<file path="src/sv/sled_pkg.sv">
`default_nettype none
// ----------------------------------------------------------------------------
// sled_pkg
// Shared types and constants for the string literal escape decoder.
// ----------------------------------------------------------------------------
package sled_pkg;

  // Longest literal is MAX_LEN-1 decoded bytes
  localparam int MAX_LEN = 512;
  localparam int CNT_W   = $clog2(MAX_LEN);

  localparam logic [1:0] KIND_BYTE     = 2'd0;
  localparam logic [1:0] KIND_COMPLETE = 2'd1;
  localparam logic [1:0] KIND_TOO_LONG = 2'd2;
  localparam logic [1:0] KIND_UNTERM   = 2'd3;

  typedef struct packed {
    logic [7:0] in_byte;
    logic       start_literal;
    logic       end_of_text;
  } sled_in_t;

  typedef struct packed {
    logic [1:0] out_kind;
    logic [7:0] out_byte;
    logic [8:0] out_length;
    logic       last;
  } sled_out_t;

  // Up to two results per request, written to the result queue together
  typedef struct packed {
    logic      v0;
    logic      v1;
    sled_out_t r0;
    sled_out_t r1;
  } sled_push_t;

endpackage
`default_nettype wire

</file>
<file path="src/sv/sled_decode.sv">
`default_nettype none
// ----------------------------------------------------------------------------
// sled_decode
// Escape decoding state machine: while en is high, one registered request in,
// up to two results out per cycle.
// ----------------------------------------------------------------------------
module sled_decode (
  input  wire                  clk,
  input  wire                  rst,
  input  wire                  en,
  input  sled_pkg::sled_in_t   item,
  output sled_pkg::sled_push_t push
);
  import sled_pkg::*;

  typedef enum logic [2:0] {
    IDLE = 3'd0,
    BODY = 3'd1,
    ESC  = 3'd2,
    OCT  = 3'd3,
    HEX  = 3'd4
  } mode_t;

  typedef struct packed {
    logic             ok;
    sled_out_t        res;
    logic [CNT_W-1:0] cnt;
  } emit_t;

  typedef struct packed {
    logic             has;
    sled_out_t        res;
    mode_t            mode;
    logic [CNT_W-1:0] cnt;
  } body_t;

  mode_t            mode, mode_next;
  logic [8:0]       escape_value, escape_value_next;
  logic [1:0]       digit_count, digit_count_next;
  logic [CNT_W-1:0] byte_count, byte_count_next;

  function automatic sled_out_t mk(input logic [1:0] kind, input logic [7:0] b,
                                   input logic [8:0] len);
    sled_out_t r;
    r.out_kind   = kind;
    r.out_byte   = b;
    r.out_length = len;
    r.last       = 1'b0;
    return r;
  endfunction

  function automatic logic [8:0] len_field(input logic [CNT_W-1:0] c);
    logic [31:0] w;
    w = 32'(c);
    return w[8:0];
  endfunction

  function automatic emit_t emit_eval(input logic [7:0] b, input logic [CNT_W-1:0] c);
    emit_t e;
    if (c >= CNT_W'(MAX_LEN - 1)) begin
      e.ok  = 1'b0;
      e.res = mk(KIND_TOO_LONG, 8'd0, 9'd0);
      e.cnt = c;
    end else begin
      e.ok  = 1'b1;
      e.res = mk(KIND_BYTE, b, 9'd0);
      e.cnt = c + CNT_W'(1);
    end
    return e;
  endfunction

  function automatic body_t body_eval(input logic [7:0] b, input logic [CNT_W-1:0] c);
    body_t bd;
    emit_t e;
    bd.cnt = c;
    if (b == 8'h22) begin
      bd.has  = 1'b1;
      bd.res  = mk(KIND_COMPLETE, 8'd0, len_field(c));
      bd.mode = IDLE;
    end else if (b == 8'h5c) begin
      bd.has  = 1'b0;
      bd.res  = '0;
      bd.mode = ESC;
    end else begin
      e       = emit_eval(b, c);
      bd.has  = 1'b1;
      bd.res  = e.res;
      bd.cnt  = e.cnt;
      bd.mode = e.ok ? BODY : IDLE;
    end
    return bd;
  endfunction

  // {valid, value}
  function automatic logic [4:0] hex_val(input logic [7:0] b);
    logic [4:0] h;
    if (b >= 8'h30 && b <= 8'h39)      h = {1'b1, 4'(b - 8'h30)};
    else if (b >= 8'h61 && b <= 8'h66) h = {1'b1, 4'(b - 8'h57)};
    else if (b >= 8'h41 && b <= 8'h46) h = {1'b1, 4'(b - 8'h37)};
    else                               h = 5'd0;
    return h;
  endfunction

  logic       v0, v1;
  sled_out_t  r0, r1;
  emit_t      e;
  body_t      bd;
  logic       is_oct;
  logic [4:0] hv;
  logic [8:0] ev_new;
  logic [2:0] dc_inc;

  always_comb begin
    mode_next         = mode;
    escape_value_next = escape_value;
    digit_count_next  = digit_count;
    byte_count_next   = byte_count;
    v0 = 1'b0;
    v1 = 1'b0;
    r0 = '0;
    r1 = '0;
    e  = '0;
    bd = '0;
    is_oct = (item.in_byte >= 8'h30) && (item.in_byte <= 8'h37);
    hv     = hex_val(item.in_byte);
    dc_inc = 3'(digit_count) + 3'd1;
    ev_new = (mode == HEX) ? {escape_value[4:0], hv[3:0]}
                           : {escape_value[5:0], item.in_byte[2:0]};

    if (item.end_of_text) begin
      if (mode == OCT || mode == HEX) begin
        e  = emit_eval(escape_value[7:0], byte_count);
        v0 = 1'b1;
        r0 = e.res;
        byte_count_next = e.cnt;
        if (e.ok) begin
          v1 = 1'b1;
          r1 = mk(KIND_UNTERM, 8'd0, 9'd0);
        end
      end else if (mode != IDLE) begin
        v0 = 1'b1;
        r0 = mk(KIND_UNTERM, 8'd0, 9'd0);
      end
      mode_next = IDLE;
    end else if (item.start_literal) begin
      mode_next         = BODY;
      byte_count_next   = '0;
      escape_value_next = '0;
      digit_count_next  = '0;
    end else begin
      unique case (mode)
        BODY: begin
          bd = body_eval(item.in_byte, byte_count);
          v0 = bd.has;
          r0 = bd.res;
          mode_next       = bd.mode;
          byte_count_next = bd.cnt;
        end
        ESC: begin
          mode_next = BODY;
          if (is_oct) begin
            escape_value_next = {6'd0, item.in_byte[2:0]};
            digit_count_next  = 2'd1;
            mode_next         = OCT;
          end else if (item.in_byte == 8'h78) begin
            escape_value_next = '0;
            digit_count_next  = '0;
            mode_next         = HEX;
          end else if (item.in_byte == 8'h20 || item.in_byte == 8'h0a) begin
            // escaped space or line break is dropped
          end else begin
            e  = emit_eval((item.in_byte == 8'h6e) ? 8'h0a : item.in_byte, byte_count);
            v0 = 1'b1;
            r0 = e.res;
            byte_count_next = e.cnt;
            mode_next       = e.ok ? BODY : IDLE;
          end
        end
        OCT, HEX: begin
          if ((mode == OCT && is_oct) || (mode == HEX && hv[4])) begin
            escape_value_next = ev_new;
            digit_count_next  = dc_inc[1:0];
            if (dc_inc >= ((mode == OCT) ? 3'd3 : 3'd2)) begin
              digit_count_next = '0;
              e  = emit_eval(ev_new[7:0], byte_count);
              v0 = 1'b1;
              r0 = e.res;
              byte_count_next = e.cnt;
              mode_next       = e.ok ? BODY : IDLE;
            end
          end else begin
            // terminator: flush the escape, then decode the byte itself
            digit_count_next = '0;
            e  = emit_eval(escape_value[7:0], byte_count);
            v0 = 1'b1;
            r0 = e.res;
            byte_count_next = e.cnt;
            mode_next       = IDLE;
            if (e.ok) begin
              bd = body_eval(item.in_byte, e.cnt);
              v1 = bd.has;
              r1 = bd.res;
              mode_next       = bd.mode;
              byte_count_next = bd.cnt;
            end
          end
        end
        default: mode_next = IDLE;
      endcase
    end

    if (v1)      r1.last = 1'b1;
    else if (v0) r0.last = 1'b1;

    push.v0 = en & v0;
    push.v1 = en & v1;
    push.r0 = r0;
    push.r1 = r1;
  end

  always_ff @(posedge clk) begin
    if (rst) begin
      mode         <= IDLE;
      escape_value <= '0;
      digit_count  <= '0;
      byte_count   <= '0;
    end else if (en) begin
      mode         <= mode_next;
      escape_value <= escape_value_next;
      digit_count  <= digit_count_next;
      byte_count   <= byte_count_next;
    end
  end

endmodule
`default_nettype wire

</file>
<file path="src/sv/sled_queue.sv">
`default_nettype none
// ----------------------------------------------------------------------------
// sled_queue
// Four-entry result queue: takes up to two results per cycle, hands out one.
// ----------------------------------------------------------------------------
module sled_queue (
  input  wire                  clk,
  input  wire                  rst,
  input  sled_pkg::sled_push_t push,
  input  wire                  pop,
  output logic                 room,
  output logic                 nonempty,
  output sled_pkg::sled_out_t  head
);
  import sled_pkg::*;

  sled_out_t  mem [4];
  logic [1:0] wr_ptr, rd_ptr;
  logic [2:0] count, count_next;
  logic       do_pop;

  assign do_pop   = pop & nonempty;
  assign nonempty = (count != 3'd0);
  // space for a two-result request without counting this cycle's pop
  assign room     = (count <= 3'd2);
  assign head     = mem[rd_ptr];

  always_comb begin
    count_next = count + 3'(push.v0) + 3'(push.v1) - 3'(do_pop);
  end

  always_ff @(posedge clk) begin
    if (push.v0) mem[wr_ptr] <= push.r0;
    if (push.v1) mem[wr_ptr + 2'd1] <= push.r1;
  end

  always_ff @(posedge clk) begin
    if (rst) begin
      wr_ptr <= '0;
      rd_ptr <= '0;
      count  <= '0;
    end else begin
      wr_ptr <= wr_ptr + 2'(push.v0) + 2'(push.v1);
      rd_ptr <= rd_ptr + 2'(do_pop);
      count  <= count_next;
    end
  end

endmodule
`default_nettype wire

</file>
<file path="src/sv/string_literal_escape_decoder.sv">
`default_nettype none
// ----------------------------------------------------------------------------
// string_literal_escape_decoder
// Decodes string literal bodies byte by byte, resolving backslash escapes.
// ----------------------------------------------------------------------------
// One source byte is taken per cycle while item_stall is low. A request lands
// in an input register, is decoded there combinationally and its results
// (zero, one or two) are written to a four-entry result queue; results leave
// one per cycle while result_stall is low. Sustained rate is one request per
// cycle while each request makes at most one result and the sink does not
// stall; a request that makes two (an escape closed by a non-digit, or end
// of text with a pending escape) needs an extra slot, which the queue absorbs.
module string_literal_escape_decoder (
  input  wire                 clk,
  input  wire                 rst,
  input  wire                 item_valid,
  output logic                item_stall,
  input  sled_pkg::sled_in_t  item,
  output logic                result_valid,
  input  wire                 result_stall,
  output sled_pkg::sled_out_t result
);
  import sled_pkg::*;

  sled_in_t   item_q;
  logic       item_q_valid;
  logic       room, consume;
  sled_push_t push;

  assign consume    = item_q_valid & room;
  assign item_stall = item_q_valid & ~room;

  always_ff @(posedge clk) begin
    if (rst) begin
      item_q_valid <= 1'b0;
    end else if (item_valid && !item_stall) begin
      item_q_valid <= 1'b1;
    end else if (consume) begin
      item_q_valid <= 1'b0;
    end
  end

  always_ff @(posedge clk) begin
    if (item_valid && !item_stall) item_q <= item;
  end

  sled_decode u_decode (
    .clk  (clk),
    .rst  (rst),
    .en   (consume),
    .item (item_q),
    .push (push)
  );

  sled_queue u_queue (
    .clk      (clk),
    .rst      (rst),
    .push     (push),
    .pop      (~result_stall),
    .room     (room),
    .nonempty (result_valid),
    .head     (result)
  );

endmodule
`default_nettype wire

</file>
<file path="config.mk">
export PLATFORM = sky130hd
export DESIGN_NAME = string_literal_escape_decoder
export DESIGN_NICKNAME = d
export VERILOG_FILES = /design/src/sv/sled_pkg.sv /design/src/sv/sled_decode.sv /design/src/sv/sled_queue.sv /design/src/sv/string_literal_escape_decoder.sv
export SDC_FILE = /design/constraint.sdc
export NUM_CORES = 1
export LEC_CHECK = 0
export BUFFER_PORTS_ARGS = -buffer_cell sky130_fd_sc_hd__buf_2
export CAP_MARGIN = 5
export CELL_PAD_IN_SITES_DETAIL_PLACEMENT = 0
export CELL_PAD_IN_SITES_GLOBAL_PLACEMENT = 1
export CORE_ASPECT_RATIO = 0.5
export CORE_MARGIN = 3
export CORE_UTILIZATION = 40
export DETAILED_ROUTE_END_ITERATION = 16
export GPL_TIMING_DRIVEN = 0
export PLACE_DENSITY_LB_ADDON = 0.1
export RECOVER_POWER = 50
export SYNTH_ARGS = -nofsm -noshare
export SYNTH_HDL_FRONTEND = slang
export SYNTH_SLANG_ARGS = --single-unit
</file>
<file path="constraint.sdc">
create_clock -name clk -period 5.4 [get_ports clk]
set_input_delay 1.08 -clock clk [delete_from_list [all_inputs] [get_ports clk]]
set_output_delay 1.08 -clock clk [all_outputs]
set_load 0.1 [all_outputs]
</file>
# After elaboration in Yosys (flattened, before gate mapping)
# Memory sizes are Yosys's and may differ from the RTL's. A register that Yosys moved wholly into a read port is not among the register bits.
# Cells that the tools add are included.
# totals
reg_bits,40
mem_bits_rw,80
in_bits,14
output_inout_bits,22
word_cells,213
n_memories,1
# memory_table
name,words,width,read_ports,rd_clocked_by_memory_dff,write_ports,line_no,source
u_queue.mem,4,20,1,1,2,sled_queue.sv:17,sled_out_t mem [4];
# op_classes
addsub,13
order_cmp,11
n_eq_ne,22
mux,126
bitwise,8
reduce_logical,21
# ops
cell,n
30-bit 2-to-1 mux,34
20-bit 2-to-1 mux,16
9-bit 2-to-1 mux,13
24-bit 2-to-1 mux,4
20-bit case mux with 3 select lines,1
8-bit 2-to-1 mux,6
1-bit 2-to-1 mux,30
4-bit != test (second input constant),7
9-bit case mux with 3 select lines,1
8-bit by 7-bit equality test with 1-bit output (second input constant),3
3-bit 2-to-1 mux,8
9-bit by 1-bit adder with 9-bit output (second input constant),2
9-bit >= comparator (second input constant),2
8-bit by 6-bit equality test with 1-bit output (second input constant),2
8-bit by 7-bit >= comparator with 1-bit output (second input constant),2
8-bit by 6-bit less-or-equal comparator with 1-bit output (second input constant),2
8-bit by 7-bit less-or-equal comparator with 1-bit output (second input constant),2
8-bit case mux with 2 select lines,1
5-bit 2-to-1 mux,3
2-bit 2-to-1 mux,6
12-bit AND reduction,1
5-bit != test (second input constant),2
3-bit case mux with 3 select lines,1
3-bit nonzero test,3
other kinds (30),49

# Depth between registers and ports, before layout
# Gate-level depths: netlist of the first run.
# depth
word_depth,31
ltp_mapped,26

# Modules after synthesis
# Synthesis of the first run repeated with hierarchy kept, for this count alone.
# unflattened
cells_unflattened,715
area_unflattened_um2,7744.9
# by_module_without_submodules
module,n_inst,cells_each,area_each_um2
sled_queue,1,235,4235.3
sled_decode,1,464,3149.3
string_literal_escape_decoder,1,16,360.3

# Worst setup path after synthesis of the first run
# No wires, ideal clock.
# synth_path
path_type,reg-to-reg
startpoint,register item_q[2] in the netlist's numbering
endpoint,"memory u_queue.mem[0][0] in the netlist's numbering, enable pin"
arrival_time_ns,4.553
required_ns,4.946
setup_slack_ns,0.393
stages_incl_launch_ff,13
n_path_buf,2
synth_period_minus_slack_ns,5.007
cell_sequence,edfxtp_1 clkbuf_1 inv_1 ha_1 nand2_1 o2111a_1 nor3_4 nor2_2 buf_2 o21ai_1 a221oi_1 o21ai_1 o41ai_1
# synth_rtl
element,line_no,source
start: declaration,string_literal_escape_decoder.sv:25,sled_in_t item_q;
start signal: assignment,string_literal_escape_decoder.sv:44,if (item_valid && !item_stall) item_q <= item;
end: declaration,sled_queue.sv:17,

# Worst setup path in the final report of the first run
# layout_path
startpoint,register u_decode.byte_count[0]
endpoint,register u_decode.byte_count[6]
# layout_between
elab_chain_cells,22
word_cells_on_any_way,56
# layout_lines
element,line_no,source
start: declaration,sled_decode.sv:40,"logic [CNT_W-1:0] byte_count, byte_count_next;"
start signal: assignment,sled_decode.sv:231,byte_count <= byte_count_next;
9-bit by 1-bit adder with 9-bit output or 9-bit >= comparator (tied branches),"sled_decode.sv:67, sled_decode.sv:60",
30-bit 2-to-1 mux,sled_decode.sv:60,if (c >= CNT_W'(MAX_LEN - 1)) begin
30-bit 2-to-1 mux,sled_decode.sv:180,if ((mode == OCT && is_oct) || (mode == HEX && hv[4])) begin
30-bit 2-to-1 mux,sled_decode.sv:151,unique case (mode)
30-bit 2-to-1 mux,sled_decode.sv:145,end else if (item.start_literal) begin
30-bit 2-to-1 mux,sled_decode.sv:130,if (item.end_of_text) begin
9-bit by 1-bit adder with 9-bit output or 9-bit >= comparator (tied branches),"sled_decode.sv:67, sled_decode.sv:60",
30-bit 2-to-1 mux,sled_decode.sv:60,
[... 6 more ...],-,
30-bit 2-to-1 mux,sled_decode.sv:130,
9-bit 2-to-1 mux,sled_decode.sv:80,end else if (b == 8'h5c) begin
9-bit 2-to-1 mux,sled_decode.sv:76,if (b == 8'h22) begin
9-bit 2-to-1 mux,sled_decode.sv:199,if (e.ok) begin
9-bit 2-to-1 mux,sled_decode.sv:180,
9-bit case mux with 3 select lines,sled_decode.sv:151,
9-bit 2-to-1 mux,sled_decode.sv:145,
9-bit 2-to-1 mux,sled_decode.sv:130,
# Several ways; a longest one is shown, not always the timed one. The select of a mux whose other input is x is not followed.
# A chain may end at the register's enable or synchronous reset.

==> flow_summary.toml, run 1 <==
[cts]
cts_hold_buf = 0
cts_root_buf = "clkbuf_16"
clock_latency_ns = 0.43
clk_pin_slew_ns = 0.06
max-clock-path-buffers = 2
cts.sinks = 120
h-tree-depth = 4
cts_tree = "yes"
numCtsBuffers = 17

[setup_path]
worstSetupPathType = "reg -> reg"
cp.buffers_inverters = 5
crit_chain = "ha_2, and3_4, and3_4, nand2_1, nor2_1, ha_2, clkbuf_4, inv_1, o21ai_2, inv_1, buf_4, ha_4, inv_1, ha_1, nand3_1, nor2_1, ha_1, or3_4, a2111oi_4, nor3_1, a211oi_1, o32ai_2"
crit_family = "simple AND/OR/NAND/NOR gates"
critPathRequiredTime_ns = 5.69
start_kind = "flop"
endpoint_kind = "flop"
cp_data_arrival_time_ns = 5.36
cpPeakStageDelay_ns = 0.45
worstPathMaxFanout = 19
critPathSlowestCell = "or3_4"
cpMostUsedCell = "inv_1"

[grt]
antenna_found_initial = 0
grt_pass1_wl_um = 41300
grt_pass1_vias = 6972
grt_overflow = 0
track_usage = 0.250
grt_max_degree = 20

[sta]
setup_viol = 0
min_period_ns = 5.07
hold_violations = 0
worst_slack_ns = 0.328
fin_skew_ns = 0.0107
worst_pin_slew_ns = 1.29
slew_viol_final = 0
slew_headroom = 0.136
rsz0062_at_grt = "false"
fmax_mhz = 197
period_share = 0.939
whs_ns = 0.511

[logic_synthesis]
synth-simple-area-share = 0.192
muxShareOfSynthArea = 0.0743
synth_edf_count = 90
ys_seq_elements = 120
synth_commonest_cells = "102 x a21oi_1, 90 x edfxtp_1, 71 x nor2_1"
synth_compound_area_frac = 0.226
yosysWarnings = 0
synth_nets = 878
synth_top_family_by_area = "compound AO/OA/AOI/OAI gates"
synthAdderAreaFrac = 0.0327
synth-main-ff-cell = "edfxtp_1"
synth_area_leader_cell = "edfxtp_1"
synth.top_cell.area_share = 0.339
netlist_area_um2 = 7970
synth-xor-area-share = 0.00660
ys_top_cells_by_area = "edfxtp_1 34%, dfxtp_1 7.5%, a21oi_1 6.4%, mux4_2 5.7%, o21ai_0 4.3%"
synth-seq-area-share = 0.415
syn_avg_cell_area_um2 = 9.43
synthCells = 845
ys_types = 86
async_reset_ff_frac = 0
yosysMostFrequentCell = "a21oi_1"

[placement]
place_inst = 1145
pre_cts_ws_ns = -1.21
postPlaceCellArea_um2 = 8590
portBuffers = 35
gp_congestion = 0.936
dp_hpwl_um = 19900

[run]
cap_violations = 0

[routing]
m1WireLength_um = 12800
routed_wl_um = 26700
route.met2.wl_um = 11600
wire_per_inst_um = 22.7
ant_nets = 0
firstDrtPassIters = 7
drt-initial-drc-count = 716
drcViolationCount = 0
viasPerCell = 6.21
vias = 7292
met3_length_um = 1800
top_layer = "met4"

[cells_and_area]
final_area_um2 = 9160
antennaDiodeCount = 0
fin_cells = 1174
nets = 935
fillers = 1798
multiInputGateArea_um2 = 4300
seq_area_um2 = 3300
area_delta_synth_final_pct = 15.0
drive_gt1_frac = 0.156

[min_path]
min_path_type = "reg -> reg"

[floorplanning]
fp.dieArea_um2 = 21700
num_rows = 35
core_area_um2 = 19000
initial_core_util = 0.420
fp.dieW_um = 206
io_pins = 36
die_h_um = 106

[pwr]
p_leak_nw = 2.90
peakVddDrop_v = 0.000193
fin_total_pwr_mw = 2.93
power.density_nw_per_um2 = 320

[status]
status = "finished, final reports clean"
-- logic make-up (layout without fill, tap and decap cells) --
kind of cell             count (synthesis)  after routing
buffers and inverters                   94            164
flip-flops                             120            120
AND/OR/NAND/NOR                        290            290
multiplexers                            34             34
XOR/XNOR                                 6              6
adder cells (fa/ha/maj)                 19             19
AO/OA/AOI/OAI                          282            282
-- worst min-delay path, stage by stage (launching register included) --
cell and delay, ns:
dfxtp_1 0.35, nand2_1 0.07, a21oi_1 0.05
-- state kept, by name (all words and copies together), names as in the netlist, 3 cells and up --
register and cells:
u_queue.count 3, u_decode.escape_value 8, u_queue.mem 80, item_q 10, u_decode.byte_count 9, u_decode.mode 3
-- path summary, 6_finish.rpt --
path                                         startpoint                                    end  slack, ns  depth (start not counted)
hold reg to reg   u_decode.escape_value[3]$_SDFFE_PP0P_  u_decode.escape_value[3]$_SDFFE_PP0P_       0.51                          2
setup / recovery    u_decode.byte_count[0]$_SDFFE_PP0P_    u_decode.byte_count[6]$_SDFFE_PP0P_       0.33                         22
setup reg to reg    u_decode.byte_count[0]$_SDFFE_PP0P_    u_decode.byte_count[6]$_SDFFE_PP0P_       0.33                         22
hold / removal    u_decode.escape_value[3]$_SDFFE_PP0P_  u_decode.escape_value[3]$_SDFFE_PP0P_       0.51                          2
-- per-stage QoR --
stage	util	setup TNS, ns
after floorplan	-	0
after global placement	0.446	-157.95
after detailed placement	0.453	-45.20
after CTS	0.484	0
after global routing	0.483	0
final	0.483	0
-- power by group --
part / internal (mW) / switching (mW) / total, mW
Clock: 0.675 / 0.449 / 1.12
Combinational: 0.200 / 0.567 / 0.767
Sequential: 1.02 / 0.0253 / 1.04
Total: 1.89 / 1.04 / 2.93
-- area by class of cell --
type / instances / area share
well taps: 259 / 0.0354
clock inverters: 13 / 0.0141
repair buffers: 42 / 0.0283
inverters: 22 / 0.00901
plain buffers: 68 / 0.0367
clock buffers: 19 / 0.0472
flip-flops and latches: 120 / 0.361
multi-input cells: 631 / 0.469
-- cells in the final DEF, fill, tap and decap left out, types with 5 or more instances in the layout --
cell type / netlist / routed
a211oi_1: 5 / 5
nand4_1: 10 / 10
edfxtp_1: 90 / 90
nor2_1: 71 / 71
ha_1: 16 / 13
and3_1: 7 / 5
nand3_1: 24 / 24
a22oi_1: 5 / 5
nor2b_1: 8 / 8
clkbuf_1: 34 / 60
buf_4: 3 / 8
o21ai_0: 69 / 68
or4_1: 5 / 6
mux2i_1: 13 / 13
a21oi_1: 102 / 101
o311a_1: 5 / 5
a221oi_1: 5 / 5
buf_2: 26 / 30
clkbuf_16: 0 / 17
nand2_1: 65 / 65
a31oi_1: 11 / 11
o31ai_1: 20 / 21
nor3_1: 34 / 35
inv_1: 22 / 22
nand2b_1: 8 / 8
dfxtp_1: 30 / 30
o21ai_2: 1 / 6
mux4_2: 20 / 20
nor4_1: 8 / 8
and2_1: 7 / 7
nor3b_1: 6 / 6
or2_2: 6 / 6
-- per-layer routing --
| layer | vias up | track usage |
|---|---|---|
| met5 | - | 0 |
| met4 | 0 | 0.0633 |
| met3 | 35 | 0.0469 |
| met2 | 309 | 0.373 |
| met1 | 3600 | 0.371 |
| li1 | 3348 | - |
-- what timing repair did --
| item | CTS | global route |
|---|---|---|
| setup buffers | 1 | 0 |
| resized for setup | 7 | 14 |
| pin swaps | 0 | 1 |
| cloned | 0 | 0 |
| endpoints found under the setup margin | 46 | 44 |
Power figures use the tool's default switching activity.
==> run 2, diff against run 1 <==
==> constraint.sdc (replaced) <==
create_clock -name clk -period 4.2 [get_ports clk]
set_input_delay 0.84 -clock clk [delete_from_list [all_inputs] [get_ports clk]]
set_output_delay 0.84 -clock clk [all_outputs]
set_load 0.1 [all_outputs]
==> run 2 against run 1 <==
Against the previous run:
- power rose by 31%
- critical path depth rose by 2
- largest power group unchanged
- fmax rose by 24%
- worst setup slack got worse by 0.22 ns
- register-to-register slack got worse by 0.22 ns
==> flow_summary.toml, run 2 (synthesis gave the netlist of run 1 again) <==
[routing]
routed_wl_um = 27900
viasPerCell = 6.21
drt-initial-drc-count = 842
vias = 7495
ant_nets = 0
firstDrtPassIters = 5
wire_per_inst_um = 23.1
drcViolationCount = 0

[sta]
worst_pin_slew_ns = 1.18
whs_ns = 0.512
min_period_ns = 4.10
slew_viol_final = 0
period_share = 0.975
hold_violations = 0
fmax_mhz = 244
slew_headroom = 0.205
setup_viol = 0
worst_slack_ns = 0.105
fin_skew_ns = 0.00989

[cells_and_area]
mostFrequentLayoutCell = "edfxtp_1"
final_area_um2 = 9860
fin_util = 0.520
final_cell_mix = "90 x edfxtp_1, 77 x a21oi_1, 69 x nor2_1, 66 x o21ai_0, 61 x nand2_1"
nets = 967
antennaDiodeCount = 0
regMostFlops = "u_queue.mem"
drive_gt1_frac = 0.273
largest_reg_flops = 80
top_regs = "u_queue.mem: 80 flops, item_q: 10 flops, u_decode.byte_count: 9 flops"
area_delta_synth_final_pct = 23.8

[min_path]
holdPathEnd = "u_decode.escape_value[2]$_SDFFE_PP0P_"
hold_path_depth = 2
min_path_type = "reg -> reg"
hp-start = "u_decode.escape_value[2]$_SDFFE_PP0P_"

[setup_path]
worstPathMaxFanout = 10
cp_data_arrival_time_ns = 4.37
reg2reg_depth = 24
worstSetupPathType = "reg -> reg"
r2r-end = "u_queue.mem[0][16]$_DFFE_PP_"
cpMostUsedCell = "ha_4"
critPathSlowestCell = "or3_4"
cp.depth = 24
cp.buffers_inverters = 9
crit_family = "simple AND/OR/NAND/NOR gates"
critPathRequiredTime_ns = 4.47
crit_chain = "buf_2, buf_4, and3_4, nand2_4, nor2_4, ha_4, buf_8, clkinvlp_4, o21ai_4, inv_2, buf_8, buf_12, ha_4, inv_4, ha_4, nand3_4, nor2_2, ha_2, or3_4, a21oi_4, and2b_4, buf_6, a21oi_2, a21oi_1"
cpPeakStageDelay_ns = 0.39
endpoint_kind = "flop"
r2r-start = "u_decode.byte_count[5]$_SDFFE_PP0P_"
r2r_slack_ns = 0.10
start_kind = "flop"

[placement]
postPlaceCellArea_um2 = 8720
dp_hpwl_um = 20100
gp_congestion = 0.926
pre_cts_ws_ns = -1.15
portBuffers = 35

[cts]
clock_latency_ns = 0.43
max-clock-path-buffers = 2
h-tree-depth = 4
cts_hold_buf = 0
cts.sinks = 120
clk_pin_slew_ns = 0.06
numCtsBuffers = 17
cts_root_buf = "clkbuf_16"
cts_tree = "yes"

[floorplanning]
fp.dieArea_um2 = 21700
initial_core_util = 0.420
io_pins = 36
die_h_um = 106
core_area_um2 = 19000
fp.dieW_um = 206
num_rows = 35

[grt]
grt_max_degree = 17
grt_pass1_wl_um = 42600
track_usage = 0.261
grt_overflow = 0
grt_pass1_vias = 7176
antenna_found_initial = 0

[status]
status = "finished, final reports clean"

[pwr]
fin_total_pwr_mw = 3.83
p_leak_nw = 3.16
power.density_nw_per_um2 = 389
peakVddDrop_v = 0.000283

[run]
cap_violations = 0
run 2: cell count changes in the layout (fill, tap and decap cells not counted), moves of 9 or more:
cell	delta
a21oi_1	-24
a21oi_2	+23
buf_2	+23
buf_4	+23
buf_6	+9
clkbuf_1	-29
run 2: stage by stage:
stage	setup TNS (ns)	std cells
6_report	0	1206
5_1_grt	-0.0445	1206
4_1_cts	-1.18	1199
3_5_place_dp	-72.12	1144
3_3_place_gp	-210.85	1139
2_1_floorplan	-8.51	845
run 2: final cells by class:
class                   count  area (µm²)
plain buffers              70         428
clock buffers              19         433
clock inverters            13         129
fillers                  1745        9100
inverters                  22        88.8
multi-input cells         631        4610
flip-flops and latches    120        3310
well taps                 259         324
repair buffers             72         544
run 2: worst max-delay path by stage:
stage	startpoint	to
finish	u_decode.byte_count[5]$_SDFFE_PP0P_	u_queue.mem[0][16]$_DFFE_PP_
global route	u_decode.byte_count[5]$_SDFFE_PP0P_	u_queue.mem[0][17]$_DFFE_PP_
CTS	u_decode.byte_count[0]$_SDFFE_PP0P_	u_decode.byte_count[6]$_SDFFE_PP0P_
detailed placement	item_q[2]$_DFFE_PP_	u_queue.count[2]$_SDFF_PP0_
global placement	item_q[2]$_DFFE_PP_	u_queue.mem[2][4]$_DFFE_PP_
floorplan	item_q[2]$_DFFE_PP_	u_queue.mem[1][0]$_DFFE_PP_
run 2: worst min-delay path, stage by stage, from the launching register on:
cell     delay [ns]
dfxtp_1        0.34
nand2_1        0.07
a21oi_1        0.05
run 2: routing by layer:
layer,up-vias,part of all wire,GRT usage
met5,-,0,0
met4,0,0.011,0.0516
met3,34,0.077,0.0571
met2,330,0.45,0.397
met1,3716,0.46,0.381
li1,3415,-,-
run 2: report_power, final:
group,internal [mW],total (mW),switching (mW)
Combinational,0.298,1.05,0.755
Clock,0.867,1.44,0.572
Sequential,1.31,1.34,0.0332
Total,2.47,3.83,1.36
run 2: timing repair:
item                                    CTS  global route
buffers inserted                         20             9
hold endpoints to repair                  0             0
endpoints found under the setup margin  131            98
pin swaps                                29            12
cloned                                    3             0
resized for setup                        71            32
==> run 3, diff against run 2 <==
--- a/config.mk
+++ b/config.mk
@@ -10,8 +10,9 @@
 export CELL_PAD_IN_SITES_DETAIL_PLACEMENT = 0
 export CELL_PAD_IN_SITES_GLOBAL_PLACEMENT = 1
 export CORE_ASPECT_RATIO = 0.5
-export CORE_MARGIN = 3
+export CORE_MARGIN = 2
 export CORE_UTILIZATION = 40
+export CTS_CLUSTER_DIAMETER = 50
 export DETAILED_ROUTE_END_ITERATION = 16
 export GPL_TIMING_DRIVEN = 0
 export PLACE_DENSITY_LB_ADDON = 0.1
==> run 3 against run 2 <==
Against the previous run:
- fmax fell by 0.38%
- clock power rose by 6%
- design area rose by 0.85%
- sequential share of layout area fell by 0.28 points
- register-to-register slack got worse by 0.02 ns
- largest cell class unchanged
- largest power group unchanged
==> flow_summary.toml, run 3 (synthesis gave the netlist of run 1 again) <==
[floorplanning]
fp.dieW_um = 204
fp.dieArea_um2 = 21100
core_area_um2 = 19500
initial_core_util = 0.408
die_h_um = 104
io_pins = 36
num_rows = 36

[setup_path]
critPathRequiredTime_ns = 4.47
cp_data_arrival_time_ns = 4.38
worstSetupPathType = "reg -> reg"
cpPeakStageDelay_ns = 0.42
worstPathMaxFanout = 10
r2r-start = "u_decode.byte_count[0]$_SDFFE_PP0P_"
reg2reg_depth = 20
crit_chain = "buf_2, and3_1, buf_2, nand2_2, o21ai_4, inv_2, buf_8, buf_12, ha_4, inv_4, ha_4, nand3_4, nor2_2, ha_2, or3_4, a21oi_4, and2b_4, buf_6, a21oi_2, a21oi_1"
r2r_slack_ns = 0.09
endpoint_kind = "flop"
cp.buffers_inverters = 7
crit_family = "simple AND/OR/NAND/NOR gates"
r2r-end = "u_queue.mem[0][12]$_DFFE_PP_"
start_kind = "flop"
critPathSlowestCell = "or3_4"

[cts]
clock_latency_ns = 0.43
max-clock-path-buffers = 2
numCtsBuffers = 17
cts_hold_buf = 0
cts_tree = "yes"
cts_root_buf = "clkbuf_16"
h-tree-depth = 4
cts.sinks = 120
clk_pin_slew_ns = 0.06

[grt]
track_usage = 0.264
grt_overflow = 0
antenna_found_initial = 0
grt_pass1_vias = 7192
grt_max_degree = 17
grt_pass1_wl_um = 42000

[cells_and_area]
final_cell_mix = "90 x edfxtp_1, 70 x a21oi_1, 70 x nor2_1, 66 x o21ai_0, 61 x nand2_1"
fin_cells = 1221
fin_util = 0.510
largest_reg_flops = 80
nets = 975
mostFrequentLayoutCell = "edfxtp_1"
antennaDiodeCount = 0
area_delta_synth_final_pct = 24.9
drive_gt1_frac = 0.276
top_regs = "u_queue.mem: 80 flops, item_q: 10 flops, u_decode.byte_count: 9 flops"
final_area_um2 = 9950
regMostFlops = "u_queue.mem"

[sta]
slew_viol_final = 0
slew_headroom = 0.225
hold_violations = 0
min_period_ns = 4.11
fmax_mhz = 243
period_share = 0.979
worst_pin_slew_ns = 1.17
setup_viol = 0
fin_tns_setup_ns = 0
fin_skew_ns = 0.0108

[placement]
portBuffers = 35
postPlaceCellArea_um2 = 8710
gp_congestion = 0.898
place_inst = 1150
dp_hpwl_um = 20000

[min_path]
hp-start = "u_decode.digit_count[1]$_SDFFE_PP0P_"
hold_path_depth = 2
holdPathEnd = "u_decode.digit_count[1]$_SDFFE_PP0P_"
min_path_type = "reg -> reg"

[run]
cap_violations = 0

[routing]
vias = 7505
top_layer = "met4"
routed_wl_um = 27700
route.met2.wl_um = 12600
wire_per_inst_um = 22.7
drcViolationCount = 0
met3_length_um = 1680
drt-initial-drc-count = 801
ant_nets = 0
firstDrtPassIters = 5
viasPerCell = 6.15
m1WireLength_um = 13000

[status]
status = "finished, final reports clean"

[pwr]
p_leak_nw = 3.21
power.density_nw_per_um2 = 393
peakVddDrop_v = 0.000273
## run 3: changes by cell type in the layout (fill, tap and decap cells not counted), sizes merged
cell,before,now
clkbuf,53,78
clkinvlp,5,2
bufinv,2,3
clkinv,5,8
buf,108,90
## run 3: worst max path at each step
stage	from	to	depth (start not counted)
after floorplan	item_q[2]$_DFFE_PP_	u_queue.mem[1][0]$_DFFE_PP_	12
after detailed placement	item_q[2]$_DFFE_PP_	u_queue.count[2]$_SDFF_PP0_	18
after global routing	u_decode.byte_count[0]$_SDFFE_PP0P_	u_decode.byte_count[8]$_SDFFE_PP0P_	20
after CTS	u_decode.byte_count[0]$_SDFFE_PP0P_	u_decode.byte_count[8]$_SDFFE_PP0P_	26
after global placement	item_q[2]$_DFFE_PP_	u_queue.mem[2][3]$_DFFE_PP_	12
final	u_decode.byte_count[0]$_SDFFE_PP0P_	u_queue.mem[0][12]$_DFFE_PP_	20
## run 3: layout make-up
cell class,instances,area (µm²)
flip-flops and latches,120,3310
inverters,22,88.8
plain buffers,68,419
well taps,266,333
clock buffers,18,429
clock inverters,14,173
multi-input cells,631,4610
fillers,1819,9560
repair buffers,82,589
## run 3: worst min-delay path, stage by stage (launching register included)
cell	delay (ns)
dfxtp_1	0.34
a21oi_1	0.07
nor2_1	0.07
## run 3: routing by layer
metal,vias to the layer above,GRT usage
met5,-,0
met4,0,0.0626
met3,48,0.0453
met2,312,0.412
met1,3725,0.381
li1,3420,-
## run 3: timing repair
item                                    4_1_cts  5_1_grt
setup buffers                                23       16
endpoints found under the setup margin      132       91
pin swaps                                    38       13
resized for setup                            82       28
cloned                                        3        0
## run 3: report_power, final
part | internal (mW) | total (mW) | switching [mW]
sequential | 1.31 | 1.34 | 0.0334
combinational | 0.290 | 1.04 | 0.754
clock | 0.936 | 1.53 | 0.591
total | 2.53 | 3.91 | 1.38
## run 3: metrics by stage
stage / setup WS [ns] / hold slack, ns / power (mW)
after global placement: -2.28 / 0.504 / 2.36
after global routing: -0.00365 / 0.545 / 4.04
final: 0.0893 / 0.518 / 3.91
after CTS: -0.114 / 0.524 / 3.92
after floorplan: -0.146 / 0.457 / 2.16
after detailed placement: -1.04 / 0.512 / 2.37
